===== config.mk =====
export PLATFORM = sky130hd
export DESIGN_NAME = lcor_mac
export DESIGN_NICKNAME = d
export VERILOG_FILES = /design/src/hw/rtl/lcor_pkg.sv /design/src/hw/rtl/lcor_mac.sv
export SDC_FILE = /design/constraint.sdc
export NUM_CORES = 1
export LEC_CHECK = 0
export BUFFER_PORTS_ARGS = -buffer_cell sky130_fd_sc_hd__buf_2
export CORE_MARGIN = 5
export CORE_UTILIZATION = 35
export CTS_BUF_LIST = sky130_fd_sc_hd__clkbuf_4 sky130_fd_sc_hd__clkbuf_8
export CTS_CLUSTER_DIAMETER = 60
export DETAILED_ROUTE_END_ITERATION = 10
export PLACE_DENSITY = 0.61
export SLEW_MARGIN = 0
export SYNTH_ARGS = -nofsm -noshare
export SYNTH_HDL_FRONTEND = slang
export SYNTH_SLANG_ARGS = --single-unit

===== constraint.sdc =====
create_clock -name clk -period 4.95 [get_ports clk]
set_input_delay 0.99 -clock clk [delete_from_list [all_inputs] [get_ports clk]]
set_output_delay 0.99 -clock clk [all_outputs]
set_load 0.01 [all_outputs]

===== src/hw/rtl/lcor_pkg.sv =====
// ----------------------------------------------------------------------------
// lcor_pkg
// Shared types and constants of the two-sided bounded-lag correlator.
// ----------------------------------------------------------------------------
package lcor_pkg;

    localparam int SAMPLE_W = 16;
    localparam int PROD_W   = 2 * SAMPLE_W;
    localparam int ACC_W    = 48;
    localparam int LAG_W    = 6;
    localparam logic [LAG_W-1:0] LAG_RESET = LAG_W'(15);

    typedef logic signed [SAMPLE_W-1:0] sample_t;
    typedef logic signed [PROD_W-1:0]   prod_t;
    typedef logic signed [ACC_W-1:0]    acc_t;
    typedef logic [LAG_W-1:0]           lag_t;

    localparam acc_t ACC_MAX = {1'b0, {(ACC_W-1){1'b1}}};
    localparam acc_t ACC_MIN = {1'b1, {(ACC_W-1){1'b0}}};

    typedef struct packed {
        logic take;
        logic flush;
        logic accum;
        logic shift;
        logic clear;
    } ctl_t;

    typedef enum logic {
        ST_RUN,
        ST_DRAIN
    } state_t;

endpackage


===== src/hw/rtl/lcor_mac.sv =====
// ----------------------------------------------------------------------------
// lcor_mac
// Registered multiply followed by a saturating 48-bit accumulate; the
// accumulator also shifts toward lag zero while results are unloaded.
// ----------------------------------------------------------------------------
module lcor_mac (
    input  logic              clk,
    input  logic              rst_n,
    input  lcor_pkg::ctl_t    ctl,
    input  lcor_pkg::sample_t x,
    input  lcor_pkg::sample_t y,
    input  lcor_pkg::acc_t    shift_in,
    output lcor_pkg::acc_t    acc
);
    import lcor_pkg::*;

    prod_t                    prod_reg;
    acc_t                     acc_reg;
    acc_t                     acc_next;
    logic signed [ACC_W:0]    sum;

    always_comb
    begin
        sum = (ACC_W+1)'(acc_reg) + (ACC_W+1)'(prod_reg);
        acc_next = acc_reg;
        if (ctl.clear)
        begin
            acc_next = '0;
        end
        else if (ctl.shift)
        begin
            acc_next = shift_in;
        end
        else if (ctl.accum)
        begin
            if (sum[ACC_W] != sum[ACC_W-1])
            begin
                acc_next = sum[ACC_W] ? ACC_MIN : ACC_MAX;
            end
            else
            begin
                acc_next = sum[ACC_W-1:0];
            end
        end
    end

    always_ff @(posedge clk)
    begin
        if (ctl.take)
        begin
            prod_reg <= x * y;
        end
    end

    always_ff @(posedge clk or negedge rst_n)
    begin
        if (!rst_n)
        begin
            acc_reg <= '0;
        end
        else
        begin
            acc_reg <= acc_next;
        end
    end

    assign acc = acc_reg;

endmodule


After elaboration in Yosys (flattened, before gate mapping)
Cells that the tools add are included.
W data, S select, Z words.
{"block": "totals", "reg_bits": 80, "latchBits": 0, "ramBits": 0, "romBits": 0, "output_inout_bits": 48, "wordCells": 11, "memories": 0}
{"block": "op_classes", "add_sub_neg": 1, "multipliers": 1, "div_mod_pow": 0, "magnitude_cmp": 0, "n_eq_ne": 1, "shifts": 0, "muxes": 5, "bitwise_logic": 0, "n_reduce_logical": 1}
{"op": "$mux W48", "n": 5}
{"op": "$add A48 B32 Y49", "n": 1}
{"op": "$mul A16 B16 Y32", "n": 1}
{"op": "$reduce_bool A3 Y1", "n": 1}
{"op": "$ne A1 B1 Y1", "n": 1}

Longest topological paths before layout
{"block": "logic_depth", "word_depth": 6, "mapped_depth": 24, "ltp_nobuf": 23}

Worst setup path after synthesis
OpenSTA, ideal clock, no wires.
{"block": "synth_timing", "kind": "in2reg", "from": "in x[15]", "to": "reg prod_reg[28] (data pin)", "setup_ns": 0.259, "arrival_ns": 6.403, "required_time_ns": 4.691, "path_slack_ns": -1.712, "path_stages": 22, "path_cell_list": "clkbuf_1 nand2_1 inv_1 fa_1 fa_1 fa_1 fa_1 fa_1 inv_1 fa_1 inv_1 ha_1 a21o_1 a21o_1 a21o_1 a21oi_1 nor2_1 a211oi_1 a21oi_1 a21o_1 a21oi_1 xnor2_1"}
{"block": "synth_between", "elab_chain_cells": 1}
{"item": "from (decl)", "line_no": "lcor_mac.sv:10", "text": "input lcor_pkg::sample_t x,"}
{"item": "$mul A16 B16 Y32", "line_no": "lcor_mac.sv:51", "text": "prod_reg <= x * y;"}
{"item": "to (signal assigned)", "line_no": "lcor_mac.sv:51"}
{"item": "to (decl)", "line_no": "lcor_mac.sv:17", "text": "prod_t prod_reg;"}
No other way between the ends.
A chain may end at the register's enable or synchronous reset.

Worst setup path after layout
{"block": "layout_timing", "from": "in x[15]", "to": "reg prod_reg[30] (data pin)"}
Same word-level chain as after synthesis.

==> key figures <==
Run status
  – Status: finished with violations
  – Failing checks: setup timing

Clocking
  – Sink Count: 80
  – Root buf cell: clkbuf_8
  – Clock Pin Slew Worst Setup and Hold Paths: 80 ps
  – Clock Latency Late Sink: 390 ps
  – Post-CTS Hold Buffers: 0
  – H-tree Lvls: 3
  – Longest Clk Path Bufs: 2
  – Num CTS Buffers: 9
  – CTS tree: done

Synthesis
  – Gate Count Post-Synth: 1750
  – Syn nets: 2230
  – Synth top area share: 33.0%
  – Synth Flop Type: dfrtp_1
  – Synth warn: 0
  – FFs w/ async S/R, synth: 60.0%
  – Syn Area/Cell: 9.13 µm²
  – Post-synthesis sequential area ratio: 13.5%
  – Leading post-synthesis cells by cell area: fa_1, ha_1, dfrtp_1, inv_1, edfxtp_1
  – Distinct cells, synth: 70
  – Synthesized flop and latch total: 80
  – Post-synth EDFFs: 32
  – Post-synth top area cell: fa_1
  – Top-count cell post-synth: inv_1
  – Most frequent cells after synthesis: inv_1, fa_1, nand2_1
  – Synth Cell Area: around 16000 µm²

Timing
  – Setup Skew: 23.8 ps
  – Final setup violation count: 21
  – Fin Setup TNS: -16700 ps
  – Peak Freq: 163 MHz
  – Max-slew violations: 0
  – RSZ-0062 raised after global routing: true
  – Tightest Pin Transition: roughly 900 ps
  – Final Hold Viols: 0
  – Min Tclk post-route: 6120 ps
  – Max-slew headroom: between 30% and 40%
  – Final period util: 124%
  – PnR worst setup slack: -1170 ps

Place
  – DP Wirelength: 36.7 mm
  – Cells after DPL: 2573
  – # port buffers: ~130
  – Gpl congestion: 0.873

Setup path
  – Reg2reg path depth: 12
  – CP required: roughly 5000 ps
  – WP data arrival: 6240 ps
  – Startpoint types: input port
  – Worst setup path class: input port to register
  – CP endpoint kind: register
  – CP Max Fanout: 7

Floorplanning
  – Row cnt: 78
  – Die span in y: 224 µm
  – CORE AREA: 45300 µm²
  – Die ar.: 50000 µm²
  – I/O pins: roughly 140
  – Initial Util: 35.3%
  – Die W: 224 µm

Layout
  – Area of the multi-input gates: 12900 µm²
  – Flip-flop and latch area: 2160 µm²
  – Max FFs per register: 48
  – Nets: approximately 2500
  – Layout cells sized above 1: 23.4%
  – Non-Filler Instances: between 2000 and 3000
  – Area Growth Syn to Fin: 21.6%
  – Diodes inserted: 0
  – Filler instances: 4465

Routing
  – DRC: 0
  – Vias/cell: ~4.9
  – Avg WL per Cell: 16.4 µm
  – Post-Route WL: 42.8 mm
  – Drt initial violations: 692
  – Total number of vias: roughly 13000
  – Final ANT Viol Nets: 0
  – DRT Pass-1 Iters: 5

Hold path
  – Hold depth: 1
  – Hold Path Class: register to register

GRT
  – GRT busiest layer: met2
  – Met2 global-route usage: 29.5%
  – Number of global-route vias before repair: 13800
  – Grt met1 use: 24.3%
  – Largest net degree at the start of global routing: 49
  – First-pass GRT wire length: 71.8 mm
  – Antenna violations before repair: 0
  – GRT Util Overall: about 17%
  – Met3 usage in global routing: 1.74%
  – GRT overflow: 0

Flow run
  – MaxCap Viol Count: 0
## per-layer routing
| layer | up-vias | routed length (µm) |
|---|---|---|
| li1 | 6138 | - |
| met1 | 6348 | 20100 |
| met2 | 296 | 20000 |
| met3 | 36 | 2020 |
| met4 | 0 | 642 |
| met5 | - | 0 |
## final timing paths
| check | start | slack (ps) | to |
|---|---|---|---|
| worst max register to register | prod_reg[0] | 980 | acc[12] |
| worst min register to register | acc[39] | 530 | acc[39] |
| max in group asynchronous | rst_n | 3750 | acc[27] |
| min in group asynchronous | rst_n | 730 | acc[6] |
| worst max-delay path | x[15] | -1170 | prod_reg[30] |
| worst min-delay path | acc[39] | 530 | acc[39] |
## cell families (layout without fill, tap and decap cells)
logic type	after synthesis	in the layout	share of synthesized area [%]
adder cells (fa/ha/maj)	393	393	43.2
flip-flops	80	80	13.5
XOR/XNOR	79	79	4.33
buffers and inverters	375	630	9.22
multiplexers	1	1	0.0627
AND/OR/NAND/NOR	513	513	15.9
AO/OA/AOI/OAI	309	309	13.8
## through the flow
| step | setup slack [ps] | hold WS [ps] | cell area, µm² | util (%) |
|---|---|---|---|---|
| final | -1170 | 532 | 19400 | 42.9 |
| after global routing | -1390 | 563 | 19400 | 42.9 |
| after CTS | -1230 | 537 | 19200 | 42.4 |
| after detailed placement | -1790 | 514 | 18500 | 40.9 |
| after global placement | -1710 | 508 | 18500 | 40.9 |
| after floorplan | -1390 | 539 | 16300 | - |
## area by class of cell
class | count | area share (%)
multi-input combinational | 1295 | 66.2
timing repair buffer | 309 | 11.6
sequential | 80 | 11.1
inverter | 305 | 5.91
tap | 600 | 3.86
clock buffer | 10 | 0.676
clock inverter | 6 | 0.554
## layout by cell type (no fill, tap or decap), types with 49 or more instances in the layout
cell type | Yosys | final
and2_1 | 131 | 110
nand2_1 | 207 | 199
inv_1 | 305 | 284
buf_2 | 4 | 111
fa_1 | 263 | 240
ha_1 | 130 | 116
a21oi_1 | 83 | 67
buf_4 | 0 | 161
xnor2_1 | 50 | 49
nor2_1 | 56 | 50
## critical path, stage by stage
cell	delay, ps
buf_12	120
and2_4	160
fa_2	650
buf_6	120
fa_2	430
fa_2	580
fa_1	450
fa_1	490
inv_1	50
fa_1	480
inv_2	50
ha_4	230
a21o_1	170
a21o_1	180
a21o_1	180
a21oi_2	150
nor2_2	60
a211oi_4	200
a21oi_2	90
buf_4	160
nand2_4	50
o21ai_2	50
xor2_1	150
## repair_timing
action	in CTS	in global routing
cloned	1	0
endpoints found under the setup margin	23	23
gates resized for setup	109	55
buffers inserted	10	8
pin swaps	65	36
Power is not shown: default switching activity piles up to over one toggle a cycle in this logic, so the estimate is an artifact.
