==> src/hw/rtl/lcor_pkg.sv <==
// ----------------------------------------------------------------------------
// lcor_pkg
// Shared types and constants of the two-sided bounded-lag correlator.
// ----------------------------------------------------------------------------
package lcor_pkg;

    localparam int SAMPLE_W = 16;
    localparam int PROD_W   = 2 * SAMPLE_W;
    localparam int ACC_W    = 48;
    localparam int LAG_W    = 6;
    localparam logic [LAG_W-1:0] LAG_RESET = LAG_W'(15);

    typedef logic signed [SAMPLE_W-1:0] sample_t;
    typedef logic signed [PROD_W-1:0]   prod_t;
    typedef logic signed [ACC_W-1:0]    acc_t;
    typedef logic [LAG_W-1:0]           lag_t;

    localparam acc_t ACC_MAX = {1'b0, {(ACC_W-1){1'b1}}};
    localparam acc_t ACC_MIN = {1'b1, {(ACC_W-1){1'b0}}};

    typedef struct packed {
        logic take;
        logic flush;
        logic accum;
        logic shift;
        logic clear;
    } ctl_t;

    typedef enum logic {
        ST_RUN,
        ST_DRAIN
    } state_t;

endpackage

==> src/hw/rtl/lcor_mac.sv <==
// ----------------------------------------------------------------------------
// lcor_mac
// Registered multiply followed by a saturating 48-bit accumulate; the
// accumulator also shifts toward lag zero while results are unloaded.
// ----------------------------------------------------------------------------
module lcor_mac (
    input  logic              clk,
    input  logic              rst_n,
    input  lcor_pkg::ctl_t    ctl,
    input  lcor_pkg::sample_t x,
    input  lcor_pkg::sample_t y,
    input  lcor_pkg::acc_t    shift_in,
    output lcor_pkg::acc_t    acc
);
    import lcor_pkg::*;

    prod_t                    prod_reg;
    acc_t                     acc_reg;
    acc_t                     acc_next;
    logic signed [ACC_W:0]    sum;

    always_comb
    begin
        sum = (ACC_W+1)'(acc_reg) + (ACC_W+1)'(prod_reg);
        acc_next = acc_reg;
        if (ctl.clear)
        begin
            acc_next = '0;
        end
        else if (ctl.shift)
        begin
            acc_next = shift_in;
        end
        else if (ctl.accum)
        begin
            if (sum[ACC_W] != sum[ACC_W-1])
            begin
                acc_next = sum[ACC_W] ? ACC_MIN : ACC_MAX;
            end
            else
            begin
                acc_next = sum[ACC_W-1:0];
            end
        end
    end

    always_ff @(posedge clk)
    begin
        if (ctl.take)
        begin
            prod_reg <= x * y;
        end
    end

    always_ff @(posedge clk or negedge rst_n)
    begin
        if (!rst_n)
        begin
            acc_reg <= '0;
        end
        else
        begin
            acc_reg <= acc_next;
        end
    end

    assign acc = acc_reg;

endmodule

==> src/hw/rtl/lcor_cell.sv <==
// ----------------------------------------------------------------------------
// lcor_cell
// One nonzero lag: holds one delayed sample of each sequence, passes it on
// to the next cell, and keeps the positive and negative lag sums.
// ----------------------------------------------------------------------------
module lcor_cell (
    input  logic              clk,
    input  logic              rst_n,
    input  lcor_pkg::ctl_t    ctl,
    input  lcor_pkg::sample_t a_cur,
    input  lcor_pkg::sample_t b_cur,
    input  lcor_pkg::sample_t a_in,
    input  lcor_pkg::sample_t b_in,
    output lcor_pkg::sample_t a_out,
    output lcor_pkg::sample_t b_out,
    input  lcor_pkg::acc_t    pos_in,
    input  lcor_pkg::acc_t    neg_in,
    output lcor_pkg::acc_t    pos_acc,
    output lcor_pkg::acc_t    neg_acc
);
    import lcor_pkg::*;

    sample_t a_hist_reg;
    sample_t b_hist_reg;

    // The history is emptied with the final pair of a sequence.
    always_ff @(posedge clk or negedge rst_n)
    begin
        if (!rst_n)
        begin
            a_hist_reg <= '0;
            b_hist_reg <= '0;
        end
        else if (ctl.take)
        begin
            a_hist_reg <= ctl.flush ? '0 : a_in;
            b_hist_reg <= ctl.flush ? '0 : b_in;
        end
    end

    lcor_mac u_pos (
        .clk      (clk),
        .rst_n    (rst_n),
        .ctl      (ctl),
        .x        (a_hist_reg),
        .y        (b_cur),
        .shift_in (pos_in),
        .acc      (pos_acc)
    );

    lcor_mac u_neg (
        .clk      (clk),
        .rst_n    (rst_n),
        .ctl      (ctl),
        .x        (a_cur),
        .y        (b_hist_reg),
        .shift_in (neg_in),
        .acc      (neg_acc)
    );

    assign a_out = a_hist_reg;
    assign b_out = b_hist_reg;

endmodule
==> config.mk <==
export PLATFORM = sky130hd
export DESIGN_NAME = lcor_cell
export DESIGN_NICKNAME = d
export VERILOG_FILES = /design/src/hw/rtl/lcor_pkg.sv /design/src/hw/rtl/lcor_mac.sv /design/src/hw/rtl/lcor_cell.sv
export SDC_FILE = /design/constraint.sdc
export NUM_CORES = 2
export LEC_CHECK = 0
export ABC_AREA = 1
export BUFFER_PORTS_ARGS = -buffer_cell sky130_fd_sc_hd__buf_4
export CORE_MARGIN = 2
export CORE_UTILIZATION = 35
export DETAILED_ROUTE_END_ITERATION = 6
export PLACE_DENSITY_LB_ADDON = 0.08
export SLEW_MARGIN = 20
export SYNTH_ARGS = -nofsm -noshare
export SYNTH_HDL_FRONTEND = slang
export SYNTH_SLANG_ARGS = --single-unit
==> constraint.sdc <==
create_clock -name clk -period 10.73 [get_ports clk]
set_input_delay 1.073 -clock clk [delete_from_list [all_inputs] [get_ports clk]]
set_output_delay 1.073 -clock clk [all_outputs]
set_load 0.005 [all_outputs]
# Yosys cells after proc, flatten, opt, wreduce, memory -nomap -nowiden
# Cells that the tools add are included.
# totals
in_bits,167
out_inout_bits,128
reg_bits,192
elab_cells,25
# classes
n_mux,12
reduce_logical,1
n_eq_ne,2
n_addsub,2
mul,2
# op_table
cell,count
2-to-1 mux 48 bit,10
adder 48 x 32 -> 49 bit,2
multiplier 16 x 16 -> 32 bit,2
2-to-1 mux 16 bit,2
nonzero test 3 bit,1
!= test 1 bit,2

# Depth between registers and ports, before layout
# depth
word_depth,6
mapped_depth,26
depth_no_buf,24

# Cells and area by module
# A second synthesis with hierarchy kept.
# hier_totals
hier_cells,5077
area_unflattened_um2,36512.5
# by_module_without_submodules
module,seq_area_each_um2,cells_each,area_per_inst_um2,instances
lcor_mac (u_pos),2162.1,2463,17600.6,1
lcor_mac (u_neg),2162.1,2474,17549.3,1
lcor_cell,800.8,140,1362.6,1

# Worst setup path before layout
# Ideal clock, no wire load.
# synth_timing
path_kind,input -> register
startpoint,input port b_cur[5]
endpoint,"register u_pos.prod_reg[31], data pin"
setup_ns,0.265
t_arrival_ns,6.379
cell_stages,24
path_slack_ns,4.086
t_required_ns,10.465
n_path_buf,2
cell_sequence,clkbuf_1 > clkbuf_1 > nand2_1 > fa_1 > inv_1 > fa_1 > inv_1 > fa_1 > inv_1 > fa_1 > fa_1 > inv_1 > fa_1 > inv_1 > ha_1 > nand2_1 > nor2_1 > inv_1 > nor2_1 > nor2_1 > nand3_1 > a21boi_0 > o21ai_0 > xor2_1
# synth_between
elab_chain_cells,1
# synth_lines
element,line,text
from (decl),lcor_cell.sv:11,"input lcor_pkg::sample_t b_cur,"
multiplier 16 x 16 -> 32 bit,lcor_mac.sv:51,prod_reg <= x * y;
to (signal assigned),lcor_mac.sv:51,
to (decl),lcor_mac.sv:17,prod_t prod_reg;
# Every way passes these cells.
# A chain may end at the register's enable or synchronous reset.

# Worst setup path after layout
# layout_timing
startpoint,register b_hist_reg[1] (netlist: b_out[1])
endpoint,"register u_neg.prod_reg[29], data pin"
# layout_between
elab_chain_cells,1
# layout_lines
element,line,text
from (decl),lcor_cell.sv:24,sample_t b_hist_reg;
from (signal assigned),lcor_cell.sv:37,b_hist_reg <= ctl.flush ? '0 : b_in;
multiplier 16 x 16 -> 32 bit,lcor_mac.sv:51,
to (signal assigned),lcor_mac.sv:51,
to (decl),lcor_mac.sv:17,
# Every way passes these cells.

==> results.yml <==
drt:
  first_pass_iters: 5
  final_antenna_net_count: 0
  wirelength_um: 116000
  vias_per_cell: 4.67
  vias: 30500
  first_iter_violations: 1932
  drt_drc_violations_left: 0
  wl_per_cell_um: 17.8
floorplanning:
  row_count: 117
  die-width_um: 326
  ios: 295
  fp.coreArea_um2: 102000
  initial_core_util: 0.354
  die_area_um2: 106000
  die_y_um: 326
placed_design:
  dp_hpwl_um: 95800
  placedCellCount: 6507
  portBuffers: 294
  gp_congestion: 0.919
  dpl_cell_area_um2: 39500
  place_ws_ns: 3.73
cts:
  holdBufCountCts: 0
  cts_root_buffer: "clkbuf_16"
  post_cts_buffers: 0
  htree_num_levels: 4
  cts_sinks: 192
  ctsResizeCount: 0
  clk_latency_ns: 0.52
  path_clk_slew_ns: 0.10
  cts_tree: "done"
  max-clock-path-buffers: 2
  cts_buffers: 17
critical_path:
  critical-path-max-stage-delay_ns: 0.94
  critPathBufInv: 2
  worstPathRequired_ns: 10.98
  worstPathMaxFanout: 18
  cp.arrival_ns: 6.86
  startpoint_type: "flip-flop"
  crit_family: "adder cells"
  critPathKind: "reg -> reg"
  critPathCaptureType: "flip-flop"
  slowest_stage: "fa_1"
  path_cells: "nand2_1, inv_1, fa_1, fa_1, fa_1, fa_1, fa_1, fa_1, ha_1, nand2_1, nor2_1, inv_1, nor3_1, nand2_1, o211ai_1, nand3_1, nand2_1, nand2_1, nand2_1, xor2_1"
synth:
  synth_edf_count: 64
  yosysTopAreaCellShare: 0.291
  yosysSeqAreaShare: 0.142
  synthSimpleGateAreaFrac: 0.240
  ys_types: 51
  synth_xor_area_frac: 0.0353
  synth_top_family_by_area: "adder cells"
  syn-instance-count: 5007
  syn_area_um2: 36200
  yosys.area.top_type: "fa_1"
  synth_compound_area_frac: 0.0573
  synth_warnings: 0
  dominantRegCellSynth: "dfrtp_1"
  synthMuxAreaShare: 0
  synth-seq-cells: 192
  async_reset_ff_frac: 0.667
  synth_area_leaders: "fa_1 (29%), nand2_1 (14%), inv_1 (12%)"
  synth_area_per_cell_um2: 7.23
  synthAdderAreaFrac: 0.381
  synth_nets: 5960
layout:
  syn_to_final_growth_pct: 10.8
  drive_gt1_frac: 0.0799
  utilization: 0.392
  final_cell_mix: "nand2_1 (1,367), inv_1 (1,168), fa_1 (526)"
  diodes: 0
  final_common_cell: "nand2_1"
  fin_area_um2: 40100
  nNetsFinal: 6112
  final_cells: 6540
sta:
  period_share: 0.615
  setup_slack_ns: 4.13
  fin_tns_setup_ns: 0
  final-setup-viol-count: 0
  drv_slew: 0
  relSlewSlack: 0.325
  grt_setup_unrepaired: "false"
  clock_skew_ns: 0.0317
  finalHoldViolCount: 0
  final_period_minus_worst_setup_slack_ns: 6.60
  fmax_mhz: 151
  whs_ns: 0.530
  worst_pin_slew_ns: 1.01
pwr:
  leakagePower_nw: 22.8
  power_mw: 13.6
  irDropWorstVdd_mv: 0.215
  power_density_nw_per_um2: 338
global_route:
  grt_overflow: 0
  grt_pass1_vias: 31600
  grt_start_max_net_pins: 69
  grt_pass1_wl_um: 184000
  grtUsageTotal: 0.222
  antenna_found_initial: 3
status:
  status: "finished, final reports clean"
job:
  cap_violations: 0
min_path:
  hp-class: "in -> async"
report_power, final:
part / internal, mW / switching (mW) / leakage (nW)
clock network: 0.331 / 0.381 / 0.301
registers: 1.36 / 0.371 / 2.28
logic: 4.10 / 7.01 / 20.2
total: 5.80 / 7.76 / 22.8
final timing paths:
check                                          start  slack (ns)  depth (start not counted)                           end
max                             b_out[1]$_DFFE_PN0P_        4.13                         20  u_neg.prod_reg[29]$_DFFE_PP_
min                                            rst_n        0.53                          1     u_pos.acc[41]$_DFFE_PN0P_
max reg2reg                     b_out[1]$_DFFE_PN0P_        4.13                         20  u_neg.prod_reg[29]$_DFFE_PP_
min reg2reg                u_neg.acc[46]$_DFFE_PN0P_        0.53                          2     u_neg.acc[46]$_DFFE_PN0P_
max in group asynchronous                      rst_n        8.92                          3      u_neg.acc[8]$_DFFE_PN0P_
min in group clk           u_neg.acc[46]$_DFFE_PN0P_        0.53                          2     u_neg.acc[46]$_DFFE_PN0P_
cells in the mapped netlist, types with 3 or more instances:
cell,number
inv_2,18
a221oi_1,3
buf_6,12
o21ai_0,118
buf_4,4
nand3_1,210
nor2_4,4
o21bai_1,27
a21oi_1,170
nor2_2,8
nand4_1,46
a31oi_1,10
dfrtp_1,128
a21oi_2,4
xor2_1,66
ha_1,260
nor2_1,429
a21o_1,16
or2_2,5
xnor2_1,80
nor3_1,37
nand2_2,16
clkbuf_1,156
nand2_1,1367
a21boi_0,7
o211ai_1,3
and3_1,4
edfxtp_1,64
o21a_1,3
nand2_4,4
nor4_1,4
buf_1,7
inv_1,1169
fa_1,526
worst reg2reg max path: cells and delay by family, from the launching register on:
family                     cells  cell delay, ns
xor gates and xnor gates       1            0.06
and+or+nand+nor                9            1.03
adders and majority gates      7            3.91
buffers and inverters          2            0.23
AOI/OAI and AO/OA              1            0.23
DFF                            1            0.90
routing by layer:
metal,GRT usage,share of wire,up-vias
met1,0.332,0.51,14700
li1,-,-,15200
met4,0.0401,0.013,2
met5,0,0.000060,-
met2,0.346,0.43,626
met3,0.0291,0.044,69
layout make-up:
cell class	count	area, um^2
fillers	11000	62100
multi-input cells	3448	25800
flip-flops and latches	192	5120
inverters	1188	4460
repair buffers	312	2360
well taps	1368	1710
clock buffers	19	455
clock inverters	13	155
cells by family after synthesis:
logic type      count (synthesis)
flops                         192
fa+ha+maj                     786
buf+inv                      1367
xor+xnor                      146
simple gates                 2146
compound gates                370
Note: power is estimated with default switching activity, not from simulation.
